[config.mk]
export PLATFORM = sky130hd
export DESIGN_NAME = qau_isqrt_stage
export DESIGN_NICKNAME = d
export VERILOG_FILES = /design/src/rtl/qau_pkg.sv /design/src/rtl/qau_isqrt_stage.sv
export SDC_FILE = /design/constraint.sdc
export NUM_CORES = 2
export LEC_CHECK = 0
export ABC_CLOCK_PERIOD_IN_PS = 31100
export BUFFER_PORTS_ARGS = -buffer_cell sky130_fd_sc_hd__clkbuf_2
export CAP_MARGIN = 20
export CELL_PAD_IN_SITES_DETAIL_PLACEMENT = 0
export CELL_PAD_IN_SITES_GLOBAL_PLACEMENT = 1
export CORE_AREA = 5 5 717 719
export DETAILED_ROUTE_END_ITERATION = 12
export DIE_AREA = 0 0 722 724
export PLACE_DENSITY = 0.3
export SYNTH_ARGS = -nofsm -noshare
export SYNTH_HDL_FRONTEND = slang
export SYNTH_SLANG_ARGS = --single-unit
[constraint.sdc]
create_clock -name clock -period 31.1 [get_ports clock]
set_clock_uncertainty 0.15 [all_clocks]
set_input_delay 3.11 -clock clock [delete_from_list [all_inputs] [get_ports clock]]
set_output_delay 3.11 -clock clock [all_outputs]
set_load 0.05 [all_outputs]
[src/rtl/qau_pkg.sv]
// Quaternion arithmetic unit: shared operation codes and types.
// No dependencies; imported by every module of the unit.
package qau_pkg;

   localparam int NCOMP = 4;

   typedef logic [1:0] op_type;

   localparam op_type OP_CONJ = 2'd0;
   localparam op_type OP_NORM = 2'd1;
   localparam op_type OP_MUL  = 2'd2;
   localparam op_type OP_ROT  = 2'd3;

endpackage

[src/rtl/qau_isqrt_stage.sv]
// One bit of the normalize search: tries one result bit for all four components.
// One register stage. Depends on qau_pkg.
module qau_isqrt_stage #(
   parameter int WORD_BITS = 16,
   parameter int FRAC_BITS = 14,
   parameter int BIT       = 14
) (
   input  logic                                         clock,
   input  logic                                         reset,
   input  logic                                         up_valid,
   output logic                                         up_ready,
   input  logic [4*WORD_BITS+7:0]                       up_side,
   input  logic [2*WORD_BITS:0]                         up_s,
   input  logic signed [2*FRAC_BITS+2*WORD_BITS+3:0]    up_tgt [4],
   input  logic signed [2*FRAC_BITS+2*WORD_BITS+3:0]    up_x [4],
   input  logic signed [2*FRAC_BITS+2*WORD_BITS+3:0]    up_y [4],
   input  logic [FRAC_BITS:0]                           up_lo [4],
   output logic                                         dn_valid,
   input  logic                                         dn_ready,
   output logic [4*WORD_BITS+7:0]                       dn_side,
   output logic [2*WORD_BITS:0]                         dn_s,
   output logic signed [2*FRAC_BITS+2*WORD_BITS+3:0]    dn_tgt [4],
   output logic signed [2*FRAC_BITS+2*WORD_BITS+3:0]    dn_x [4],
   output logic signed [2*FRAC_BITS+2*WORD_BITS+3:0]    dn_y [4],
   output logic [FRAC_BITS:0]                           dn_lo [4]
);
   import qau_pkg::*;

   localparam int F  = FRAC_BITS;
   localparam int XW = 2 * FRAC_BITS + 2 * WORD_BITS + 4;

   logic                 v_ff;
   logic signed [XW-1:0] s_ext;
   logic signed [XW-1:0] trial [NCOMP];
   logic                 take  [NCOMP];
   logic signed [XW-1:0] x_in  [NCOMP];
   logic signed [XW-1:0] y_in  [NCOMP];
   logic [F:0]           lo_in [NCOMP];
   logic [4*WORD_BITS+7:0] side_ff;
   logic [2*WORD_BITS:0]   s_ff;
   logic signed [XW-1:0]   tgt_ff [NCOMP];
   logic signed [XW-1:0]   x_ff   [NCOMP];
   logic signed [XW-1:0]   y_ff   [NCOMP];
   logic [F:0]             lo_ff  [NCOMP];

   assign up_ready = !v_ff || dn_ready;
   assign s_ext    = signed'(XW'(up_s));

   always_comb begin
      for (int i = 0; i < NCOMP; i++) begin
         trial[i] = up_x[i] + (up_y[i] <<< (BIT + 2)) + (s_ext <<< (2 * BIT + 2));
         take[i]  = !up_lo[i][F] && (trial[i] <= up_tgt[i]);
         x_in[i]  = take[i] ? trial[i] : up_x[i];
         y_in[i]  = take[i] ? up_y[i] + (s_ext <<< (BIT + 1)) : up_y[i];
         lo_in[i] = take[i] ? up_lo[i] | ((F + 1)'(1) << BIT) : up_lo[i];
      end
   end

   always_ff @(posedge clock) begin
      if (reset) begin
         v_ff <= 1'b0;
      end else if (up_ready) begin
         v_ff <= up_valid;
      end
   end

   always_ff @(posedge clock) begin
      if (up_ready) begin
         side_ff <= up_side;
         s_ff    <= up_s;
         tgt_ff  <= up_tgt;
         x_ff    <= x_in;
         y_ff    <= y_in;
         lo_ff   <= lo_in;
      end
   end

   assign dn_valid = v_ff;
   assign dn_side  = side_ff;
   assign dn_s     = s_ff;
   assign dn_tgt   = tgt_ff;
   assign dn_x     = x_ff;
   assign dn_y     = y_ff;
   assign dn_lo    = lo_ff;

endmodule

Yosys cells after proc, flatten, opt, wreduce, memory -nomap -nowiden
Cells that the tools add are included.
Widths: inputs -> output; s select.

storage, ports and cells
  logic and storage cells = 57
  output and inout port bits = 935
  register bits after elaboration = 934
  bits of input ports = 937

cells by class
  $add $sub $neg = 12
  reduce and logical (&&, ||, !) cells = 10
  mux-type cells = 8
  order comparisons = 4

operators by type and width
  cell               count
  $add 64x64->64     8
  $mux 64            8
  $add 64x49->64     4
  $le 64x64->1       4
  $logic_not 1->1    5
  $logic_and 1x1->1  4
  $logic_or 1x1->1   1

Longest topological paths before layout
  depth in word-level cells = 5
  mapped depth = 29
  gate-level depth less buffers = 27

Least setup slack after synthesis
Ideal clock, no wire load.

  path kind = input -> output
  start point = in dn_ready
  end point = out up_ready
  cell stages on the path = 1
  buffers on the path = 0
  arrival = 25.659 ns
  path slack = 2.181 ns
  data required time = 27.840 ns
  cell sequence = nand2b_1

on the way
  word-level cells in the longest chain between the ends = 1

ends and longest elaborated chain
  element           line                   text
  start, declared   qau_isqrt_stage.sv:19  input logic dn_ready,
  $logic_or 1x1->1  qau_isqrt_stage.sv:46  assign up_ready = !v_ff || dn_ready;
  end, declared     qau_isqrt_stage.sv:11  output logic up_ready,

No other way between the ends.

==> results.cfg <==
[placement]
placed_area_um2 = 77400
place_congestion = 0.838
portBuffers = 1871
hpwl_mm = 370
place_ws_ns = 18.70

[critical_path]
startpoint = up_s[0]
crit_path_start_kind = input pin
cp-end-kind = flip-flop
required_ns = 31.53
crit_type = in2reg
critPathMaxFanout = 44
reg2reg_from = dn_valid$_SDFFE_PP0P_
cp_data_arrival_time_ns = 11.83

[detailed_routing]
totalWireLength_mm = 430
drc = 0
avgViaCountPerCell = 3.59
postRouteAntennaNets = 0
firstDrtPassIters = 5
wl_per_cell_um = 31.0
drt_iter0_drc = 3051
num_vias = 49700

[timing]
relSlewSlack_pct = 31.9
drv_slew = 0
worst_pin_slew_ns = 1.02
fin_crit_ns = 11.40
fin_setup_tns_ns = 0
worst_slack_ns = 19.70
setup_viol = 0
fmax_mhz = 87.7
hold_violations = 0
rsz0062_at_grt = no
finalCritPeriodShare_pct = 36.7

[global_routing]
overflow = 0
grt_pass1_wl_mm = 538
grt_start_max_net_pins = 72
grtUsageTotal_pct = 15.7
grt_pass1_vias = 51300
antenna_found_initial = 268

[floorplanning]
die_h_um = 724
coreArea_um2 = 507000
ios = 1872
design.die.area_um2 = 523000
start_util_pct = 11.7
rows = 262
die_width_um = 722

[logic_synthesis]
yosysWarningCount = 0
synth_area_leaders = edfxtp_1, ha_1, mux2_2
synth-edff-count = 933
avgSynthCellArea_um2 = 11.9
synth-seq-area-share_pct = 47.4
synth_top_area_share_pct = 47.4
synthDistinctLibCells = 84
ys_async_sr_fraction_pct = 0
syn-cell-area_um2 = 59100
yosys_register_bits = 934
yosys.area.top_type = edfxtp_1
syn_nets = 6661
synthCells = 4956
synth_ff_type = edfxtp_1

[power]
power_uw = 6440
powerDensity_nw_per_um2 = 78.3
leakage_uw = 0.0356
power.ir.vdd_worst_v = 0.0000390

[clock_network]
clockBufferDepth = 4
hold_buffers = 0
cts-buffers-inserted = 151
post_cts_resized = 0
root_buffer = clkbuf_16
clkLatencyLatePin_ns = 0.87
cts.sinks = 934
cts_tree = built
cts.htree.levels = 4
cts_setup_buffers = 0
clkTransAtPathRegs_ns = 0.06

[cells_and_area]
area_delta_synth_final_pct = 39.2
final_cell_mix = clkbuf_2, edfxtp_1, ha_1
nFillCells = 56800
multi_input_area_um2 = 29400
regArea_um2 = 28000
drive_gt1_share_pct = 35.0
utilization_pct = 16.2
stdcell_area_um2 = 82200
fin_nets = 8699
final_common_cell = clkbuf_2

[hold_path]
hold_start = dn_valid$_SDFFE_PP0P_
min_path_type = reg2reg

[job]
max_cap_violations = 0

[run_status]
status = completed
==> cells by family (layout without fill, tap and decap cells) <==
group / after synthesis / after routing / share of synthesized area [%]
adder cells (fa/ha/maj): 768 / 768 / 18.0
buffers and inverters: 449 / 2599 / 2.88
AO/OA/AOI/OAI: 1213 / 1213 / 13.2
AND/OR/NAND/NOR: 966 / 966 / 8.02
multiplexers: 268 / 268 / 5.11
XOR/XNOR: 358 / 358 / 5.33
other: 0 / 25 / 0
flip-flops: 934 / 934 / 47.4
==> synthesized netlist by cell type (7+ instances only) <==
master,number
edfxtp_1,933
ha_1,628
a21oi_1,394
inv_1,368
nand2_1,278
mux2_2,267
xnor2_1,243
a21o_1,238
nor2_1,210
o21ai_0,204
fa_1,140
xor2_1,114
nand4_1,94
nand3_1,85
clkbuf_1,70
o21bai_1,60
and3_1,58
nor3_1,50
o21a_1,49
a211oi_1,45
nor2b_1,44
nand2b_1,37
a31oi_1,32
o31ai_1,30
and2_1,28
o211ai_1,22
or3_1,19
and4_1,16
nor4_1,15
a21boi_0,12
a221oi_1,12
o31a_1,12
a31o_2,11
a2111oi_0,9
buf_2,7
or2_2,7
==> area by class of cell <==
| type | count | share of cell area [%] |
|---|---|---|
| multi-input cells | 3573 | 35.8 |
| flip-flops and latches | 934 | 34.1 |
| repair buffers | 1965 | 12.3 |
| well taps | 6732 | 10.2 |
| clock buffers | 181 | 4.76 |
| inverters | 369 | 1.68 |
| clock inverters | 84 | 1.08 |
| diodes | 25 | 0.0761 |
==> worst max-delay path, stage by stage <==
cell and delay [ns]:
clkbuf_2 0.08, buf_4 0.33, inv_2 0.42, fa_1 0.67
inv_1 0.05, ha_1 0.38, nand2_1 0.09, o21bai_1 0.22
nor3_1 0.46, nand2_1 0.09, o21ai_0 0.56, a21oi_1 0.28
o31ai_1 0.63, a21oi_1 0.18, xnor2_1 0.20, ha_1 0.32
nand4_1 0.24, or3_1 0.47, nor4_1 0.28, a31oi_1 0.18
nor3b_1 0.21, a2111oi_4 0.39, buf_4 0.35, buf_4 0.65
inv_2 0.31, nor4_1 0.44, xnor2_1 0.11
==> flip-flops by register name, indices dropped and copies added (netlist names) <==
signal,cells
dn_tgt,256
dn_x,256
dn_s,33
dn_valid,1
dn_y,256
dn_lo,60
dn_side,72
==> per-layer routing <==
layer  track usage [%]  up-vias  share of wire (%)
li1                  -    22800                  -
met1              17.9    24500                 39
met2              28.3     1860                 50
met3              5.72      544                8.9
met4              2.03       82                1.6
met5                 0        -               0.12
==> metrics by stage <==
step	hold slack, ns	instances
after floorplan	3.03	4956
after global placement	0.806	13600
after detailed placement	0.822	13600
after CTS	0.825	13800
after global routing	0.845	13800
final	0.808	13900
==> where the power goes <==
| group | internal (µW) | leakage (µW) | switching, µW |
|---|---|---|---|
| Sequential | 1680 | 0.00968 | 136 |
| Combinational | 782 | 0.0236 | 2090 |
| Clock | 1020 | 0.00233 | 734 |
==> final timing paths <==
kind                          to  slack, ns  depth (start not counted)
max          dn_y[125]$_DFFE_PP_      19.70                         27
min           dn_y[56]$_DFFE_PP_       0.81                          1
max reg2reg  dn_y[194]$_DFFE_PP_      26.14                          6
min reg2reg   dn_y[56]$_DFFE_PP_       0.81                          1
Power figures use the tool's default switching activity.
