**config.mk**
```make
export PLATFORM = sky130hd
export DESIGN_NAME = qau_out
export DESIGN_NICKNAME = d
export VERILOG_FILES = /design/src/rtl/qau_pkg.sv /design/src/rtl/qau_out.sv
export SDC_FILE = /design/constraint.sdc
export NUM_CORES = 1
export LEC_CHECK = 0
export ABC_CLOCK_PERIOD_IN_PS = 5100
export BUFFER_PORTS_ARGS = -buffer_cell sky130_fd_sc_hd__buf_2
export CAP_MARGIN = 15
export CORE_MARGIN = 5
export CORE_UTILIZATION = 40
export DETAILED_ROUTE_END_ITERATION = 8
export PLACE_DENSITY = 0.7
export RECOVER_POWER = 25
export SYNTH_ARGS = -nofsm -noshare
export SYNTH_HDL_FRONTEND = slang
export SYNTH_SLANG_ARGS = --single-unit
```
**constraint.sdc**
```tcl
create_clock -name clock -period 5.1 [get_ports clock]
set_input_delay 0.51 -clock clock [delete_from_list [all_inputs] [get_ports clock]]
set_output_delay 0.51 -clock clock [all_outputs]
set_load 0.005 [all_outputs]
```
**src/rtl/qau_pkg.sv**
```systemverilog
// Quaternion arithmetic unit: shared operation codes and types.
// No dependencies; imported by every module of the unit.
package qau_pkg;

   localparam int NCOMP = 4;

   typedef logic [1:0] op_type;

   localparam op_type OP_CONJ = 2'd0;
   localparam op_type OP_NORM = 2'd1;
   localparam op_type OP_MUL  = 2'd2;
   localparam op_type OP_ROT  = 2'd3;

endpackage

```
**src/rtl/qau_out.sv**
```systemverilog
// Output stage: signs and saturates normalize results, selects, holds the result register.
// One register stage. Depends on qau_pkg.
module qau_out #(
   parameter int WORD_BITS = 16,
   parameter int FRAC_BITS = 14
) (
   input  logic                         clock,
   input  logic                         reset,
   input  logic                         up_valid,
   output logic                         up_ready,
   input  logic [4*WORD_BITS+7:0]       up_side,
   input  logic [FRAC_BITS:0]           up_lo [4],
   output logic                         out_valid,
   input  logic                         out_ready,
   output logic signed [WORD_BITS-1:0]  out_r [4],
   output logic                         out_clipped,
   output logic                         out_zero_norm
);
   import qau_pkg::*;

   localparam int W  = WORD_BITS;
   localparam int F  = FRAC_BITS;
   localparam int OW = (F + 2 > W + 1) ? F + 2 : W + 1;
   localparam logic signed [OW-1:0] WMAX = (OW'(1) <<< (W - 1)) - OW'(1);
   localparam logic signed [OW-1:0] WMIN = -WMAX - OW'(1);

   logic                v_ff;
   op_type              op;
   logic                zn;
   logic signed [OW-1:0] mag  [NCOMP];
   logic signed [OW-1:0] sval [NCOMP];
   logic [W-1:0]        r_in [NCOMP];
   logic [NCOMP-1:0]    cl;
   logic                clip_in;
   logic [W-1:0]        r_ff [NCOMP];
   logic                clip_ff;
   logic                zn_ff;

   assign up_ready = !v_ff || out_ready;
   assign op       = up_side[4*W+7:4*W+6];
   assign zn       = up_side[4*W+1];

   always_comb begin
      for (int i = 0; i < NCOMP; i++) begin
         mag[i]  = signed'(OW'(up_lo[i]));
         sval[i] = up_side[4*W+2+i] ? -mag[i] : mag[i];
         r_in[i] = up_side[i*W +: W];
         cl[i]   = 1'b0;
         if (op == OP_NORM && !zn) begin
            if (sval[i] > WMAX) begin
               r_in[i] = WMAX[W-1:0];
               cl[i]   = 1'b1;
            end else if (sval[i] < WMIN) begin
               r_in[i] = WMIN[W-1:0];
               cl[i]   = 1'b1;
            end else begin
               r_in[i] = sval[i][W-1:0];
            end
         end
      end
      clip_in = up_side[4*W] | (|cl);
   end

   always_ff @(posedge clock) begin
      if (reset) begin
         v_ff <= 1'b0;
      end else if (up_ready) begin
         v_ff <= up_valid;
      end
   end

   always_ff @(posedge clock) begin
      if (up_ready) begin
         r_ff    <= r_in;
         clip_ff <= clip_in;
         zn_ff   <= zn;
      end
   end

   assign out_valid     = v_ff;
   assign out_clipped   = clip_ff;
   assign out_zero_norm = zn_ff;
   for (genvar g = 0; g < NCOMP; g++) begin : g_out
      assign out_r[g] = signed'(r_ff[g]);
   end

endmodule

```
Word-level counts from Yosys, hierarchy flattened. Index checks and enable logic that the tools add are counted.

Add/subtract/negate cells: 4. Magnitude comparators: 8. Equality and inequality tests: 1. Muxes and demuxes: 28. Bitwise logic cells: 1. Reduce and logical (&&, ||, !) cells: 5.

Operators by type and width (count): 2-to-1 mux 16 bit (12); greater-than comparator 17 x 16 -> 1 bit, second input constant (4); less-than comparator 17 x 16 -> 1 bit, second input constant (4); 2-to-1 mux 17 bit (4); negation 15 -> 17 bit (4); 2-to-1 mux 1 bit (12); OR reduction 4 bit (1); equality test 2 x 1 -> 1 bit, second input constant (1); logical NOT 1 bit (2); logical AND 1 bit (1); logical OR 1 bit (1); bitwise OR 1 bit (1).

Register bits after elaboration: 67. Bits of input ports: 136. Output and inout bits: 68. Logic and storage cells: 54.

Depth between registers and ports, before layout. Gate-level depths: netlist of run 1.

Depth after elaboration: 8. Mapped depth: 8. Gate-level depth less buffers: 7.

Worst setup path before layout of run 1. Ideal clock, no wire load.

Path type: input-to-output. Start: input port out_ready. End: output port up_ready. Data arrival time: 2182 ps. Data required time: 4590 ps. Setup slack: 2408 ps. Stages on the path: 1. Buffers on the path: 0. Cells stage by stage: nand2b_1.

Cells in the longest elaborated chain, start to end: 1.

Ends and longest elaborated chain: start, declared (line qau_out.sv:14) `input logic out_ready,`; logical OR 1 bit (line qau_out.sv:39) `assign up_ready = !v_ff || out_ready;`; end, declared (line qau_out.sv:10) `output logic up_ready,`.

Every way passes these cells.

Final worst setup path of run 1. Same ends and word-level chain as after synthesis.

==> impl_metrics.tcl, run 1 <==
set metrics [dict create \
    status "finished, violations left" \
    violations "max-capacitance violations, max-slew violations" \
    seq_area_frac_synth_pct 44.40 \
    fin_setup_tns_ns 0 \
    avgSynthCellArea_um2 9.019 \
    hold_viol_final 0 \
    multiInputGateArea_um2 2335 \
    die-area_um2 13500 \
    grt_max_degree 52 \
    fmaxAchievable_ghz 0.3642 \
    cts_tree "done" \
    required_ns 4.59 \
    fin_crit_sh_pct 53.84 \
    worstPathArrival_ns 2.24 \
    start_util_pct 41.24 \
    powerDensity_nw_per_um2 257.0 \
    grt_usage_pct 19.78 \
    cts_resized 0 \
    cap_violations 1 \
    synth_nets 640 \
    critPathSlowestCell "nand2b_1" \
    relSlewSlack_pct -21.21 \
    synth_top_cell_by_area "edfxtp_1" \
    finalWeightedCongestion 0.8908 \
    wl_per_cell_um 16.50 \
    num_io_pins 204 \
    rsz0062_at_grt "false" \
    vdd_drop_max_uv 126.3 \
    nets 831 \
    root_buffer "clkbuf_16" \
    hold_class "primary input to flip-flop" \
    worst_path_dominant_cell_family "simple AND/OR/NAND/NOR gates" \
    viasPerCell 5.501 \
    path_common_cell "buf_2" \
    n_antenna_cell 0 \
    ant_nets 0 \
    fin_skew_ns 0.004811 \
    worst_setup_path_end_kind "primary output" \
    grt.overflow.total 0 \
    critPathKind "primary input to primary output" \
    drt-pass1-iter-count 5 \
    yosys_warnings 0 \
    place_hpwl_um 10380 \
    row_count 38 \
    path_max_fanout 37 \
    cts_hold_buffers 0 \
    dieHeight_um 116.2 \
    synthTopCellsByCount "66 x edfxtp_1, 64 x nand2_1, 57 x o21ai_0" \
    async_flop_share_pct 0 \
    cts_sinks 67 \
    tightest_slew_ns 1.818 \
    ys_seq_elements 67 \
    cp-start-kind "primary input" \
    fillers 1042 \
    pre_cts_slack_ns 2.331 \
    synthFlopType "edfxtp_1" \
    max_stage_delay_ns 1.31 \
    p_leak_nw 2.487 \
    synth-edff-count 66 \
    grt_pass1_vias 4389 \
    clk_path_buf_depth 2 \
    total_power_mw 1.507 \
    path_cells "buf_2, nand2b_1, buf_2" \
    vias 4593 \
    setup_viol 0 \
    post_cts_buffers 0 \
    syn_inst 500 \
    drv_slew 38 \
    syn_to_final_growth_pct 30.05 \
    wl_um 13780 \
    coreArea_um2 10940 \
    clkLatencyLatePin_ns 0.33 \
    period_minus_slack_ns 2.746 \
    synth.distinct_cells 61 \
    portBuffers 203 \
    yosys.area.top_type_share_pct 43.95 \
    grt_antenna_before_repair 0 \
    final.setup.worst_slack_ns 2.354 \
    synthesis.area_um2 4509 \
    drt_iter0_drc 318 \
    htree_levels 3 \
    drc 0 \
    synth.most_common_cell "edfxtp_1" \
    grt_pass1_wl_um 21360 \
    die_w_um 116.2 \
    path_clk_slew_ns 0.05 \
    drive_gt1_share_pct 32.37 \
    numCtsBuffers 9 \
    ff_latch_area_um2 2002 \
    critPathBufInv 2 \
    synth_top_cells_by_area "edfxtp_1 44%, o21ai_0 6.3%, nand2_1 5.3%" \
]
==> worst reg2reg max path, cell delays in order, from the launching register on <==
cell and delay, ns:
dfxtp_1 0.31, nand2b_1 1.23, buf_4 0.61
==> routing by layer <==
metal | global-route usage (%) | routed length, um | up-vias
met3 | 3.990 | 1263 | 13
met2 | 31.03 | 6329 | 200
li1 | - | - | 2262
met1 | 27.50 | 6010 | 2118
met5 | 0 | 0 | -
met4 | 6.574 | 172 | 0
==> area by class of cell <==
cell class              instances  area share [%]
well taps                     140           2.987
inverters                      19           1.216
repair buffers                206           17.56
clock inverters                 4          0.3200
multi-input cells             388           39.81
flip-flops and latches         67           34.14
clock buffers                  11           3.968
==> flip-flops by register name, indices dropped and copies added (netlist names) <==
name,count
out_r,64
out_clipped,1
out_valid,1
out_zero_norm,1
==> placed cells by master (no fill, tap or decap), types with 3 or more instances in the layout <==
| master | n |
|---|---|
| buf_2 | 196 |
| xor2_1 | 24 |
| clkinv_2 | 3 |
| nor2_1 | 42 |
| nand2b_1 | 6 |
| clkbuf_1 | 9 |
| ha_1 | 4 |
| o21ai_0 | 57 |
| clkbuf_16 | 9 |
| o41ai_1 | 4 |
| o31ai_1 | 18 |
| edfxtp_1 | 66 |
| or3_1 | 7 |
| xnor2_1 | 13 |
| nand3_1 | 16 |
| buf_4 | 3 |
| a21o_1 | 3 |
| nor4_1 | 7 |
| or4_4 | 3 |
| inv_1 | 19 |
| a31oi_1 | 13 |
| o211ai_1 | 4 |
| nor3_1 | 9 |
| a21oi_1 | 40 |
| nand2_1 | 64 |
| or4_1 | 5 |
| nand4_1 | 6 |
==> through the flow <==
stage                     util (%)  cell area, um2  hold WS, ns  cells
after global placement       51.48            5629       0.6695    820
final                        53.63            5864       0.3306    835
after global routing         53.63            5864       0.3338    835
after floorplan                  -            4509       0.5791    500
after detailed placement     51.48            5629       0.6707    820
after CTS                    53.78            5881       0.3204    835
==> final timing paths <==
path | cells past startpoint | slack [ns] | end | startpoint
setup / recovery | 3 | 2.35 | up_ready | out_ready
hold / removal | 2 | 0.33 | out_valid$_SDFFE_PP0P_ | reset
setup reg to reg | 2 | 2.58 | out_r[58]$_DFFE_PP_ | out_valid$_SDFFE_PP0P_
hold reg to reg | 2 | 1.68 | out_valid$_SDFFE_PP0P_ | out_valid$_SDFFE_PP0P_
==> cell families (layout without fill, tap and decap cells) <==
kind of cell,count (synthesis),in the layout,synth area share [%]
AND/OR/NAND/NOR,184,184,20.45
flip-flops,67,67,44.40
XOR/XNOR,37,37,7.186
adder cells (fa/ha/maj),4,4,1.110
multiplexers,1,1,0.2220
AO/OA/AOI/OAI,162,162,22.70
buffers and inverters,45,240,3.940
==> where the power goes <==
part / total [mW] / internal, mW / leakage [nW] / switching [mW]
clock network: 0.545 / 0.322 / 0.127 / 0.223
logic: 0.286 / 0.126 / 1.67 / 0.160
registers: 0.676 / 0.664 / 0.693 / 0.0121
(Power assumes the default switching activity.)
==> run 2, diff against run 1 <==
--- a/config.mk
+++ b/config.mk
@@ -5,13 +5,14 @@
 export SDC_FILE = /design/constraint.sdc
 export NUM_CORES = 1
 export LEC_CHECK = 0
-export ABC_CLOCK_PERIOD_IN_PS = 5100
+export ABC_AREA = 1
+export ABC_CLOCK_PERIOD_IN_PS = 2800
 export BUFFER_PORTS_ARGS = -buffer_cell sky130_fd_sc_hd__buf_2
 export CAP_MARGIN = 15
 export CORE_MARGIN = 5
 export CORE_UTILIZATION = 40
 export DETAILED_ROUTE_END_ITERATION = 8
-export PLACE_DENSITY = 0.7
+export PLACE_DENSITY = 0.69
 export RECOVER_POWER = 25
 export SYNTH_ARGS = -nofsm -noshare
 export SYNTH_HDL_FRONTEND = slang
==> constraint.sdc (replaced) <==
create_clock -name clock -period 2.8 [get_ports clock]
set_input_delay 0.28 -clock clock [delete_from_list [all_inputs] [get_ports clock]]
set_output_delay 0.28 -clock clock [all_outputs]
set_load 0.005 [all_outputs]
==> impl_metrics.tcl, run 2 <==
set metrics [dict create \
    grt_max_degree 56 \
    drive_gt1_share_pct 28.69 \
    cp-start-kind "flip-flop" \
    met3_length_um 986 \
    worstReg2RegStart "out_valid$_SDFFE_PP0P_" \
    coreArea_um2 11910 \
    synth.most_common_cell "nand2_1" \
    yosys_warnings 0 \
    cts_sinks 67 \
    numCtsBuffers 9 \
    drt-pass1-iter-count 5 \
    cts_hold_buffers 0 \
    seq_area_frac_synth_pct 41.54 \
    drc 0 \
    vias 4731 \
    synthesis.area_um2 4820 \
    met1Wirelength_um 5744 \
    final_common_cell "nand2_1" \
    async_flop_share_pct 0 \
    grt.overflow.total 0 \
    synthFlopType "edfxtp_1" \
    rsz0062_at_grt "false" \
    whs_path_depth 2 \
    wl_um 13410 \
    critPathSlowestCell "nand2_4" \
    dieHeight_um 119.8 \
    synth.distinct_cells 35 \
    r2r-end "out_r[21]$_DFFE_PP_" \
    largest_reg_flops 64 \
    root_buffer "clkbuf_16" \
    hold_class "primary input to flip-flop" \
    fin_skew_ns 0.003965 \
    hold_viol_final 0 \
    synth_top_cells_by_area "edfxtp_1 41%, nand2_1 16%, xor2_1 6.4%" \
    total_power_mw 2.853 \
    nets 968 \
    setup_viol 0 \
    vdd_drop_max_uv 227.3 \
    ys_seq_elements 67 \
    n_antenna_cell 0 \
    start_util_pct 40.46 \
    relSlewSlack_pct 36.60 \
    critPathKind "flip-flop to primary output" \
    whs_endpoint "out_valid$_SDFFE_PP0P_" \
    worst_path_dominant_cell_family "simple AND/OR/NAND/NOR gates" \
    yosys.area.top_type_share_pct 41.12 \
    status "completed" \
    drv_slew 0 \
    finalWeightedCongestion 0.9049 \
    fillers 1215 \
    drt_iter0_drc 285 \
    die-area_um2 14340 \
    cts_resized 0 \
    portBuffers 203 \
    syn_to_final_growth_pct 28.87 \
    cap_violations 0 \
    syn_inst 626 \
    required_ns 2.52 \
    min_from "reset" \
    synth_nets 766 \
    period_minus_slack_ns 1.629 \
    num_io_pins 204 \
    p_leak_nw 3.223 \
    max_stage_delay_ns 0.45 \
    fin_util_pct 52.14 \
    post_cts_buffers 0 \
    cts_tree "done" \
    grt_antenna_before_repair 1 \
    clk_path_buf_depth 2 \
    die_w_um 119.8 \
    critPathBufInv 1 \
    row_count 40 \
    multiInputGateArea_um2 2447 \
    synth_top_cell_by_area "edfxtp_1" \
    path_clk_slew_ns 0.05 \
    path_max_fanout 42 \
    grt_usage_pct 18.48 \
    synthTopCellsByCount "205 x nand2_1, 74 x nor2_1, 71 x inv_1" \
    routed.top_layer "met5" \
    ff_latch_area_um2 2002 \
    clkLatencyLatePin_ns 0.33 \
    worst_r2r_path_depth 2 \
    tightest_slew_ns 0.9511 \
    dr_wl_met2_um 6389 \
    pre_cts_slack_ns 0.9572 \
    grt_pass1_vias 4481 \
    fin_crit_sh_pct 58.18 \
    fmaxAchievable_ghz 0.6139 \
    worstPathArrival_ns 1.35 \
    htree_levels 3 \
    fin_setup_tns_ns 0 \
    reg2reg_slack_ns 1.33 \
    synth-edff-count 66 \
    wl_per_cell_um 13.68 \
    ant_nets 0 \
    powerDensity_nw_per_um2 459.3 \
    viasPerCell 4.828 \
    final.setup.worst_slack_ns 1.171 \
    avgSynthCellArea_um2 7.699 \
    path_cells "nand2_4, buf_2" \
    grt_pass1_wl_um 21240 \
    place_hpwl_um 10330 \
    layout_common_cells "204 x nand2_1, 176 x buf_2, 74 x nor2_1" \
    worst_setup_path_end_kind "primary output" \
]
## run 2: cell count changes after synthesis, sizes merged, moves of 9 or more
| cell | delta |
|---|---|
| o21ai | -34 |
| o31ai | -15 |
| nor4 | -9 |
| nor2 | +45 |
| xor2 | +11 |
| xnor2 | -9 |
| inv | +60 |
| nand3 | +26 |
| a31oi | -14 |
| clkbuf | -18 |
| a21oi | -31 |
| nand2 | +145 |
| a2bb2oi | +24 |
## run 2: layout make-up
cell class | count | share of cell area, %
clock buffer | 14 | 4.251
clock inverter | 2 | 0.1612
inverter | 79 | 4.815
multi-input combinational | 465 | 39.40
sequential | 67 | 32.23
tap | 147 | 2.961
timing repair buffer | 206 | 16.18
## run 2: kinds of logic after synthesis
group	Yosys count	share of synthesized area (%)
AOI/OAI and AO/OA	71	10.83
DFF	67	41.54
adders and majority gates	4	1.038
buffers and inverters	94	7.840
xor gates and xnor gates	39	7.087
and+or+nand+nor	351	31.67
## run 2: worst max-delay path by stage
stage                                       from                    end  slack, ns  depth (start not counted)
final                     out_valid$_SDFFE_PP0P_               up_ready       1.17                          2
after global routing      out_valid$_SDFFE_PP0P_               up_ready       1.07                          2
after CTS                 out_valid$_SDFFE_PP0P_               up_ready       1.13                          2
after detailed placement                up_lo[0]  out_clipped$_DFFE_PP_       0.96                         12
after global placement                  up_lo[1]  out_clipped$_DFFE_PP_       0.95                         12
after floorplan           out_valid$_SDFFE_PP0P_  out_clipped$_DFFE_PP_       0.61                          1
## run 2: per-stage QoR
| step | area, um2 | std cells | hold slack (ns) |
|---|---|---|---|
| finish | 6211 | 980 | 0.09639 |
| global placement | 5971 | 964 | 0.4357 |
| CTS | 6245 | 980 | 0.07798 |
| global route | 6211 | 980 | 0.1070 |
| floorplan | 4820 | 626 | 0.3491 |
| detailed placement | 5971 | 964 | 0.4385 |
## run 2: power by group
part | switching, mW | internal (mW)
clock | 0.414 | 0.646
combinational | 0.317 | 0.246
sequential | 0.0222 | 1.21
total | 0.752 | 2.10
## run 2: metal layers
layer  global-route usage, %  up-vias
met5                       0        -
met4                   8.232        2
met3                   4.147       21
met2                   30.23      163
met1                   23.39     2110
li1                        -     2435
